File: src/rtl/core/ddcb_pkg.sv
// Shared types, constants and codes for the DMA descriptor chain builder.
`timescale 1ns / 1ps

package ddcb_pkg;

    localparam int MAX_DESCRIPTORS_DEF  = 64;
    localparam int DESCRIPTOR_BYTES_DEF = 32;

    localparam logic [15:0] MAX_XFER_RESET = 16'd256;
    localparam logic [31:0] DUMMY_RESET    = 32'd0;

    // configuration register indexes
    localparam int          CFG_IDX_W    = 1;
    localparam logic [0:0]  REG_MAX_XFER = 1'b0;
    localparam logic [0:0]  REG_DUMMY    = 1'b1;

    // transfer types
    localparam logic [1:0] TT_P2M     = 2'd0;
    localparam logic [1:0] TT_M2P     = 2'd1;
    localparam logic [1:0] TT_M2M     = 2'd2;
    localparam logic [1:0] TT_INVALID = 2'd3;

    // status codes
    localparam logic [2:0] ST_OK        = 3'd0;
    localparam logic [2:0] ST_BAD_TYPE  = 3'd1;
    localparam logic [2:0] ST_BOTH_ZERO = 3'd2;
    localparam logic [2:0] ST_SIZE_ZERO = 3'd3;
    localparam logic [2:0] ST_TOO_MANY  = 3'd4;
    localparam logic [2:0] ST_NO_DUMMY  = 3'd5;
    localparam logic [2:0] ST_EMPTY     = 3'd6;

    typedef struct packed {
        logic [1:0]  transfer_type;
        logic [31:0] source_address;
        logic [31:0] target_address;
        logic [31:0] byte_length;
        logic [3:0]  source_width;
        logic [3:0]  target_width;
        logic [31:0] channel_control;
        logic [3:0]  link_flag;
        logic [31:0] list_base_addr;
    } t_in_req;

    typedef struct packed {
        logic [31:0] next_link;
        logic [15:0] chunk_bytes;
        logic [31:0] chunk_source;
        logic [31:0] chunk_target;
        logic [31:0] control_out;
        logic        is_m2m_chunk;
        logic        last_item;
        logic [2:0]  status;
    } t_out_item;

    // divider handshake between sequencer and shared divide unit
    typedef struct packed {
        logic        start;
        logic [31:0] dividend;
        logic [15:0] divisor;
    } t_div_req;

    typedef struct packed {
        logic        done;
        logic [31:0] quot;
        logic [15:0] rem;
    } t_div_rsp;

endpackage

File: src/rtl/core/dma_descriptor_chain_builder.sv
// Top level of the DMA descriptor chain builder: config registers and sequencer.
//
//   Channel  Direction  Handshake               Payload
//   in       input      i_in_valid / o_in_ready t_in_req     (one transfer request)
//   out      output     o_out_valid/i_out_ready t_out_item   (descriptor, chunk or status)
//   cfg      input      i_cfg_we                i_cfg_index, i_cfg_data
//
// One pass of the shared 32-step divider (two when the chunk is rounded to an
// access width) precedes the first result; then one descriptor or chunk leaves per
// cycle while taken. An error found at accept is registered via the error state once
// the output is free. Input is refused until the request's last result is registered.
// Reset (synchronous, active low) idles the sequencer, empties the output register and
// loads max_transfer_size = 256, dummy_buffer_addr = 0; a stalled output holds its result.
`timescale 1ns / 1ps

module dma_descriptor_chain_builder
    import ddcb_pkg::*;
#(
    parameter int MAX_DESC   = MAX_DESCRIPTORS_DEF,
    parameter int DESC_BYTES = DESCRIPTOR_BYTES_DEF
)
(
    input  logic                 i_clk,
    input  logic                 i_rst_n,
    input  logic                 i_cfg_we,
    input  logic [CFG_IDX_W-1:0] i_cfg_index,
    input  logic [31:0]          i_cfg_data,
    input  logic                 i_in_valid,
    output logic                 o_in_ready,
    input  t_in_req              i_in,
    output logic                 o_out_valid,
    input  logic                 i_out_ready,
    output t_out_item            o_out
);

    // configuration registers
    logic [15:0] r_max_xfer, n_max_xfer;
    logic [31:0] r_dummy, n_dummy;

    always_comb begin
        n_max_xfer = r_max_xfer;
        n_dummy    = r_dummy;
        if (i_cfg_we) begin
            case (i_cfg_index)
                REG_MAX_XFER: n_max_xfer = i_cfg_data[15:0];
                REG_DUMMY:    n_dummy    = i_cfg_data;
                default:      n_dummy    = r_dummy;
            endcase
        end
    end

    always_ff @(posedge i_clk) begin
        if (!i_rst_n) begin
            r_max_xfer <= MAX_XFER_RESET;
            r_dummy    <= DUMMY_RESET;
        end else begin
            r_max_xfer <= n_max_xfer;
            r_dummy    <= n_dummy;
        end
    end

    // sequencer with the shared divider: round, count, check, then emit
    ddcb_seq #(
        .MAX_DESC   (MAX_DESC),
        .DESC_BYTES (DESC_BYTES)
    ) u_seq (
        .i_clk       (i_clk),
        .i_rst_n     (i_rst_n),
        .i_max_xfer  (r_max_xfer),
        .i_dummy     (r_dummy),
        .i_in_valid  (i_in_valid),
        .o_in_ready  (o_in_ready),
        .i_in        (i_in),
        .o_out_valid (o_out_valid),
        .i_out_ready (i_out_ready),
        .o_out       (o_out)
    );

endmodule

File: src/rtl/core/ddcb_div.sv
// Shared restoring divider: 32-bit dividend, 16-bit divisor, one bit per cycle.
`timescale 1ns / 1ps

module ddcb_div
    import ddcb_pkg::*;
(
    input  logic     i_clk,
    input  logic     i_rst_n,
    input  t_div_req i_req,
    output t_div_rsp o_rsp
);

    logic        r_busy, n_busy;
    logic        r_done, n_done;
    logic [4:0]  r_cnt, n_cnt;
    logic [31:0] r_quot, n_quot;
    logic [15:0] r_rem, n_rem;
    logic [15:0] r_div, n_div;

    logic [16:0] w_shift;
    logic [16:0] w_diff;

    assign w_shift = {r_rem, r_quot[31]};
    assign w_diff  = w_shift - {1'b0, r_div};

    always_comb begin
        n_busy = r_busy;
        n_done = 1'b0;
        n_cnt  = r_cnt;
        n_quot = r_quot;
        n_rem  = r_rem;
        n_div  = r_div;
        if (i_req.start) begin
            n_busy = 1'b1;
            n_cnt  = 5'd0;
            n_quot = i_req.dividend;
            n_rem  = 16'd0;
            n_div  = i_req.divisor;
        end else if (r_busy) begin
            if (w_shift >= {1'b0, r_div}) begin
                n_rem  = w_diff[15:0];
                n_quot = {r_quot[30:0], 1'b1};
            end else begin
                n_rem  = w_shift[15:0];
                n_quot = {r_quot[30:0], 1'b0};
            end
            n_cnt = r_cnt + 5'd1;
            if (r_cnt == 5'd31) begin
                n_busy = 1'b0;
                n_done = 1'b1;
            end
        end
    end

    always_ff @(posedge i_clk) begin
        if (!i_rst_n) begin
            r_busy <= 1'b0;
            r_done <= 1'b0;
            r_cnt  <= 5'd0;
        end else begin
            r_busy <= n_busy;
            r_done <= n_done;
            r_cnt  <= n_cnt;
        end
        r_quot <= n_quot;
        r_rem  <= n_rem;
        r_div  <= n_div;
    end

    assign o_rsp.done = r_done;
    assign o_rsp.quot = r_quot;
    assign o_rsp.rem  = r_rem;

endmodule

File: src/rtl/core/ddcb_seq.sv
// Request sequencer: size rounding, chunk count, checks and descriptor emission.
`timescale 1ns / 1ps

module ddcb_seq
    import ddcb_pkg::*;
#(
    parameter int MAX_DESC   = MAX_DESCRIPTORS_DEF,
    parameter int DESC_BYTES = DESCRIPTOR_BYTES_DEF
)
(
    input  logic        i_clk,
    input  logic        i_rst_n,
    input  logic [15:0] i_max_xfer,
    input  logic [31:0] i_dummy,
    input  logic        i_in_valid,
    output logic        o_in_ready,
    input  t_in_req     i_in,
    output logic        o_out_valid,
    input  logic        i_out_ready,
    output t_out_item   o_out
);

    localparam int          CW   = $clog2(MAX_DESC + 1);
    localparam logic [31:0] DB32 = 32'(DESC_BYTES);

    localparam logic [2:0] S_IDLE = 3'd0;
    localparam logic [2:0] S_MOD  = 3'd1;
    localparam logic [2:0] S_DIV  = 3'd2;
    localparam logic [2:0] S_EMIT = 3'd3;
    localparam logic [2:0] S_ERR  = 3'd4;

    logic [2:0]    r_state, n_state;
    logic          r_out_valid, n_out_valid;
    t_out_item     r_out, n_out;
    t_in_req       r_req, n_req;
    logic [2:0]    r_status, n_status;
    logic [15:0]   r_size, n_size;
    logic [15:0]   r_rem, n_rem;
    logic [31:0]   r_src, n_src;
    logic [31:0]   r_dst, n_dst;
    logic [31:0]   r_link, n_link;
    logic [CW-1:0] r_left, n_left;
    logic          r_adv_src, n_adv_src;
    logic          r_adv_dst, n_adv_dst;

    t_div_req w_div_req;
    t_div_rsp w_div_rsp;

    logic        w_accept;
    logic        w_slot_free;
    logic [3:0]  w_width;
    logic [15:0] w_size_mod;
    logic [32:0] w_count;
    logic [31:0] w_src_eff;
    logic [31:0] w_dst_eff;
    logic        w_is_m2m;
    logic        w_last;
    logic [15:0] w_cnt;

    ddcb_div u_div (
        .i_clk   (i_clk),
        .i_rst_n (i_rst_n),
        .i_req   (w_div_req),
        .o_rsp   (w_div_rsp)
    );

    assign o_in_ready  = (r_state == S_IDLE);
    assign w_accept    = i_in_valid && o_in_ready;
    assign w_slot_free = !r_out_valid || i_out_ready;
    assign w_width     = (i_in.source_width >= i_in.target_width) ? i_in.source_width
                                                                  : i_in.target_width;
    assign w_size_mod  = i_max_xfer - w_div_rsp.rem;
    assign w_count     = {1'b0, w_div_rsp.quot} + {32'd0, (w_div_rsp.rem != 16'd0)};
    assign w_src_eff   = (r_req.source_address == 32'd0) ? i_dummy : r_req.source_address;
    assign w_dst_eff   = (r_req.target_address == 32'd0) ? i_dummy : r_req.target_address;
    assign w_is_m2m    = (r_req.transfer_type == TT_M2M);
    assign w_last      = (r_left == CW'(1));
    assign w_cnt       = (w_last && (r_rem != 16'd0)) ? r_rem : r_size;

    always_comb begin
        n_state     = r_state;
        n_out_valid = r_out_valid;
        n_out       = r_out;
        n_req       = r_req;
        n_status    = r_status;
        n_size      = r_size;
        n_rem       = r_rem;
        n_src       = r_src;
        n_dst       = r_dst;
        n_link      = r_link;
        n_left      = r_left;
        n_adv_src   = r_adv_src;
        n_adv_dst   = r_adv_dst;
        w_div_req   = '0;

        if (r_out_valid && i_out_ready) begin
            n_out_valid = 1'b0;
        end

        case (r_state)
            S_IDLE: begin
                if (w_accept) begin
                    n_req = i_in;
                    if (i_in.transfer_type == TT_INVALID) begin
                        n_status = ST_BAD_TYPE;
                        n_state  = S_ERR;
                    end else if (i_in.transfer_type == TT_M2M) begin
                        if (i_max_xfer == 16'd0) begin
                            n_status = ST_SIZE_ZERO;
                            n_state  = S_ERR;
                        end else begin
                            n_size             = i_max_xfer;
                            w_div_req.start    = 1'b1;
                            w_div_req.dividend = i_in.byte_length;
                            w_div_req.divisor  = i_max_xfer;
                            n_state            = S_DIV;
                        end
                    end else if (i_in.source_address == 32'd0 &&
                                 i_in.target_address == 32'd0) begin
                        n_status = ST_BOTH_ZERO;
                        n_state  = S_ERR;
                    end else if (w_width == 4'd0) begin
                        if (i_max_xfer == 16'd0) begin
                            n_status = ST_SIZE_ZERO;
                            n_state  = S_ERR;
                        end else begin
                            n_size             = i_max_xfer;
                            w_div_req.start    = 1'b1;
                            w_div_req.dividend = i_in.byte_length;
                            w_div_req.divisor  = i_max_xfer;
                            n_state            = S_DIV;
                        end
                    end else begin
                        // round max size down to the access width first
                        w_div_req.start    = 1'b1;
                        w_div_req.dividend = {16'd0, i_max_xfer};
                        w_div_req.divisor  = {12'd0, w_width};
                        n_state            = S_MOD;
                    end
                end
            end
            S_MOD: begin
                if (w_div_rsp.done) begin
                    if (w_size_mod == 16'd0) begin
                        n_status = ST_SIZE_ZERO;
                        n_state  = S_ERR;
                    end else begin
                        n_size             = w_size_mod;
                        w_div_req.start    = 1'b1;
                        w_div_req.dividend = r_req.byte_length;
                        w_div_req.divisor  = w_size_mod;
                        n_state            = S_DIV;
                    end
                end
            end
            S_DIV: begin
                if (w_div_rsp.done) begin
                    n_rem  = w_div_rsp.rem;
                    n_left = w_count[CW-1:0];
                    n_link = r_req.list_base_addr + DB32 + {28'd0, r_req.link_flag};
                    if (w_is_m2m) begin
                        n_src     = r_req.source_address;
                        n_dst     = r_req.target_address;
                        n_adv_src = 1'b1;
                        n_adv_dst = 1'b1;
                    end else begin
                        n_src     = w_src_eff;
                        n_dst     = w_dst_eff;
                        n_adv_src = (r_req.transfer_type == TT_M2P) &&
                                    (r_req.source_address != 32'd0);
                        n_adv_dst = (r_req.transfer_type == TT_P2M) &&
                                    (r_req.target_address != 32'd0);
                    end
                    if (w_count > 33'(MAX_DESC)) begin
                        n_status = ST_TOO_MANY;
                        n_state  = S_ERR;
                    end else if (!w_is_m2m &&
                                 (w_src_eff == 32'd0 || w_dst_eff == 32'd0)) begin
                        n_status = ST_NO_DUMMY;
                        n_state  = S_ERR;
                    end else if (w_count == 33'd0) begin
                        n_status = ST_EMPTY;
                        n_state  = S_ERR;
                    end else begin
                        n_state = S_EMIT;
                    end
                end
            end
            S_EMIT: begin
                if (w_slot_free) begin
                    n_out_valid        = 1'b1;
                    n_out.next_link    = (w_is_m2m || w_last) ? 32'd0 : r_link;
                    n_out.chunk_bytes  = w_cnt;
                    n_out.chunk_source = r_src;
                    n_out.chunk_target = r_dst;
                    n_out.control_out  = r_req.channel_control;
                    n_out.is_m2m_chunk = w_is_m2m;
                    n_out.last_item    = w_last;
                    n_out.status       = ST_OK;
                    n_link             = r_link + DB32;
                    n_left             = r_left - CW'(1);
                    if (r_adv_src) begin
                        n_src = r_src + {16'd0, w_cnt};
                    end
                    if (r_adv_dst) begin
                        n_dst = r_dst + {16'd0, w_cnt};
                    end
                    if (w_last) begin
                        n_state = S_IDLE;
                    end
                end
            end
            S_ERR: begin
                if (w_slot_free) begin
                    n_out_valid     = 1'b1;
                    n_out           = '0;
                    n_out.last_item = 1'b1;
                    n_out.status    = r_status;
                    n_state         = S_IDLE;
                end
            end
            default: begin
                n_state = S_IDLE;
            end
        endcase
    end

    always_ff @(posedge i_clk) begin
        if (!i_rst_n) begin
            r_state     <= S_IDLE;
            r_out_valid <= 1'b0;
        end else begin
            r_state     <= n_state;
            r_out_valid <= n_out_valid;
        end
        r_out     <= n_out;
        r_req     <= n_req;
        r_status  <= n_status;
        r_size    <= n_size;
        r_rem     <= n_rem;
        r_src     <= n_src;
        r_dst     <= n_dst;
        r_link    <= n_link;
        r_left    <= n_left;
        r_adv_src <= n_adv_src;
        r_adv_dst <= n_adv_dst;
    end

    assign o_out_valid = r_out_valid;
    assign o_out       = r_out;

endmodule

File: config.mk
export PLATFORM = sky130hd
export DESIGN_NAME = dma_descriptor_chain_builder
export DESIGN_NICKNAME = d
export VERILOG_FILES = /design/src/rtl/core/ddcb_pkg.sv /design/src/rtl/core/dma_descriptor_chain_builder.sv /design/src/rtl/core/ddcb_div.sv /design/src/rtl/core/ddcb_seq.sv
export SDC_FILE = /design/constraint.sdc
export NUM_CORES = 1
export LEC_CHECK = 0
export BUFFER_PORTS_ARGS = -buffer_cell sky130_fd_sc_hd__buf_2
export CAP_MARGIN = 40
export CORE_MARGIN = 2
export CORE_UTILIZATION = 53
export DETAILED_ROUTE_END_ITERATION = 6
export PLACE_DENSITY = 0.79
export SLEW_MARGIN = 5
export SYNTH_ARGS = -nofsm -noshare
export SYNTH_HDL_FRONTEND = slang
export SYNTH_HIERARCHICAL = 1
export SYNTH_SLANG_ARGS = --single-unit
File: constraint.sdc
create_clock -name i_clk -period 8.2 [get_ports i_clk]
set_input_delay 0.82 -clock i_clk [delete_from_list [all_inputs] [get_ports i_clk]]
set_output_delay 0.82 -clock i_clk [all_outputs]
set_load 0.005 [all_outputs]
==> impl_metrics.py <==
metrics = {
    "yosys": {
        "syn_inst": 2480,
        "synth.mux.area_fraction": 0.0358,
        "synth_nets": 2775,
        "synth_top_family_by_area": "simple AND/OR/NAND/NOR gates",
        "ys_seq_area_frac": 0.578,
        "ys_seq_elements": 578,
        "synth.top_cell.area_share": 0.526,
        "ys.flop_type": "edfxtp_1",
        "synth-simple-area-share": 0.159,
        "synthAdderAreaFrac": 0.0375,
        "yosysWarnings": 6,
        "syn_area_um2": 28700,
        "syn_avg_cell_area_um2": 11.6,
        "synth_top_area_cell": "edfxtp_1",
        "synth_compound_area_frac": 0.115,
        "synth.area.top_cells": "edfxtp_1, dfxtp_1, ha_1, nand2_1, and2_1",
        "synthArstFlopShare": 0,
        "synth_xor_area_frac": 0.0448,
        "yosysUniqueCellTypes": 82,
        "synth_edf_count": 503,
    },
    "placed_design": {
        "gp_congestion": 0.963,
        "io_buffers": 362,
        "placedInstanceArea_um2": 31300,
        "dp_hpwl_mm": 61.3,
        "dpl_worst_slack_ns": 2.71,
        "dpl.cell_count": 3457,
    },
    "setup_path": {
        "cp-start-kind": "register",
        "r2r-start": "u_seq/r_left[2]$_DFFE_PP_",
        "critPathLaunch": "u_seq/r_left[2]$_DFFE_PP_",
        "worstSetupPathType": "register to register",
        "reg2reg_to": "u_seq/r_src[21]$_DFFE_PP_",
        "crit_arrival_ns": 5.82,
        "crit_fanout": 16,
        "crit_required_ns": 8.53,
        "reg2reg_depth": 15,
        "critPathCaptureType": "register",
        "endpoint": "u_seq/r_src[21]$_DFFE_PP_",
        "reg2reg_slack_ns": 2.71,
    },
    "floorplanning": {
        "ios": 363,
        "core.rowCount": 85,
        "start_util": 0.535,
        "die_area_um2": 56100,
        "die_width_um": 237,
        "design.core.area_um2": 53700,
        "die_h_um": 237,
    },
    "clock_tree": {
        "cts_made_buffers": 60,
        "h-tree-depth": 2,
        "cts_tree": "yes",
        "insertion_delay_ns": 0.62,
        "post_cts_buffers": 0,
        "cts_resized": 0,
        "clockBufferDepth": 3,
        "cts.sinks": 578,
        "clockRootBuffer": "clkbuf_16",
        "clk_pin_slew_ns": 0.06,
        "ctsHoldBuffers": 0,
    },
    "detailed_routing": {
        "drtIter0Drc": 2247,
        "first_pass_iters": 6,
        "route.detailed.drc": 0,
        "ant_nets": 0,
        "num_vias": 21573,
        "viasPerCell": 6.03,
        "routed_wirelength_mm": 81.4,
        "wl_per_cell_um": 22.8,
    },
    "global_routing": {
        "grt_use_met3": 0.0441,
        "top_usage_layer": "met2",
        "grt_pass1_vias": 20625,
        "grt_max_degree": 131,
        "antenna_found_initial": 5,
        "overflow": 0,
        "met1_usage": 0.394,
        "track_usage": 0.283,
        "grt_first_pass_wirelength_mm": 122,
        "use_met2": 0.457,
    },
    "sta": {
        "tns_ns": 0,
        "rsz0062_at_grt": "no",
        "final_max_slew_viol_count": 0,
        "setup_viol": 0,
        "worst_slew_pin_slew_ns": 0.968,
        "slew_headroom": 0.355,
        "fmax_ghz": 0.182,
        "clock_skew_ns": 0.0198,
        "post-route-period-util": 0.669,
        "setup_slack_ns": 2.71,
        "hold_viol_final": 0,
        "min_period_ns": 5.49,
        "timing.hold.ws_ns": 0.375,
    },
    "finish": {
        "multi_input_area_um2": 11300,
        "final_cells": 3576,
        "layout-drive-gt1-share": 0.197,
        "fin_util": 0.620,
        "n_fill_cell": 4130,
        "final_cell_area_um2": 33300,
        "area_growth_pct": 15.9,
        "nNetsFinal": 3118,
        "regArea_um2": 16600,
    },
    "pwr": {
        "max-vdd-ir-drop_mv": 0.230,
        "p_per_area_nw_per_um2": 276,
        "power.leakage_nw": 12.3,
        "power_mw": 9.21,
    },
    "flow_run": {
        "cap_violations": 0,
    },
    "hold_path": {
        "hold_path.class": "input pin to register",
        "holdPathStages": 1,
    },
    "outcome": {
        "status": "completed",
    },
}
state kept, by name (all words and copies together), names as in the netlist, 3 cells and up:
signal / cells
u_seq/r_size: 16
u_seq/u_div/r_div: 16
u_seq/r_status: 3
u_seq/r_req: 166
u_seq/u_div/r_cnt: 5
u_seq/r_rem: 16
u_seq/u_div/r_rem: 16
r_dummy: 32
u_seq/r_left: 7
u_seq/o_out: 149
u_seq/r_src: 32
u_seq/r_dst: 32
r_max_xfer: 16
u_seq/r_state: 3
u_seq/r_link: 32
u_seq/u_div/r_quot: 32
cell usage after synthesis (all sizes together) (39+ instances only):
library cell,count
xnor2,94
nor2,109
mux2i,43
dfxtp,75
ha,78
and2,149
nor4,66
o21ai,122
nand4,57
mux2,53
and3,39
clkbuf,74
edfxtp,503
a211oi,72
nand2,253
nand3,57
inv,90
a21oi,128
xor2,53
cell type report:
cell class              instances  share of cell area
flip-flops and latches        578               0.499
multi-input cells            1706               0.340
repair buffers                387              0.0636
clock buffers                  81              0.0502
well taps                     696              0.0262
clock inverters                33              0.0110
inverters                      90              0.0101
diodes                          5            0.000376
cells by family after synthesis:
kind of cell,Yosys count
AND/OR/NAND/NOR,875
flip-flops,578
AO/OA/AOI/OAI,505
buffers and inverters,196
XOR/XNOR,147
multiplexers,96
adder cells (fa/ha/maj),83
layer usage:
layer  wire length, um  up-vias  share of wire
li1                  -     9974              -
met4              2520        0          0.031
met1             34300    10435           0.42
met2             38200     1005           0.47
met3              6350      159          0.078
met5                 0        -              0
power by group:
part	internal, mW	switching, mW
registers	3.72	0.326
logic	0.919	1.45
clock network	1.65	1.14
total	6.29	2.92
worst min path at each step:
| stage | slack [ns] | to | startpoint |
|---|---|---|---|
| after global routing | 0.34 | u_seq/r_req[5]$_DFFE_PP_ | i_in[5] |
| after floorplan | 0.46 | r_dummy[15]$_SDFFE_PN0P_ | r_dummy[15]$_SDFFE_PN0P_ |
| after CTS | 0.35 | u_seq/r_req[37]$_DFFE_PP_ | i_in[37] |
| after detailed placement | 0.50 | u_seq/u_div/r_cnt[3]$_SDFFE_PP0P_ | u_seq/u_div/r_cnt[3]$_SDFFE_PP0P_ |
| final | 0.38 | u_seq/r_req[37]$_DFFE_PP_ | i_in[37] |
| after global placement | 0.48 | u_seq/u_div/r_cnt[4]$_SDFFE_PP0P_ | u_seq/u_div/r_cnt[4]$_SDFFE_PP0P_ |
critical path, cell delays in order, from the launching register on:
cell      delay [ns]
edfxtp_1        0.44
nor4_1          0.46
nand3b_1        0.29
nand2b_1        0.56
mux2i_1         0.59
inv_1           0.14
ha_1            0.30
a21o_1          0.19
a21oi_1         0.27
nor2_1          0.09
o31ai_1         0.46
a311oi_1        0.26
o311ai_2        0.72
nor3_1          0.15
xnor2_1         0.19
a21oi_1         0.09
cells in the final DEF, fill, tap and decap left out, types with 53 or more instances in the layout:
cell	synthesis	layout
nand4_1	57	57
and2_1	149	148
nand2_1	253	252
nor2_1	107	105
edfxtp_1	503	503
a211oi_1	72	72
o21ai_0	117	116
xor2_1	53	53
nand3_1	56	56
nor4_1	65	65
dfxtp_1	75	75
inv_1	90	90
xnor2_1	94	94
buf_2	12	363
a21oi_1	127	125
clkbuf_16	0	61
ha_1	78	78
(Power assumes the default switching activity.)
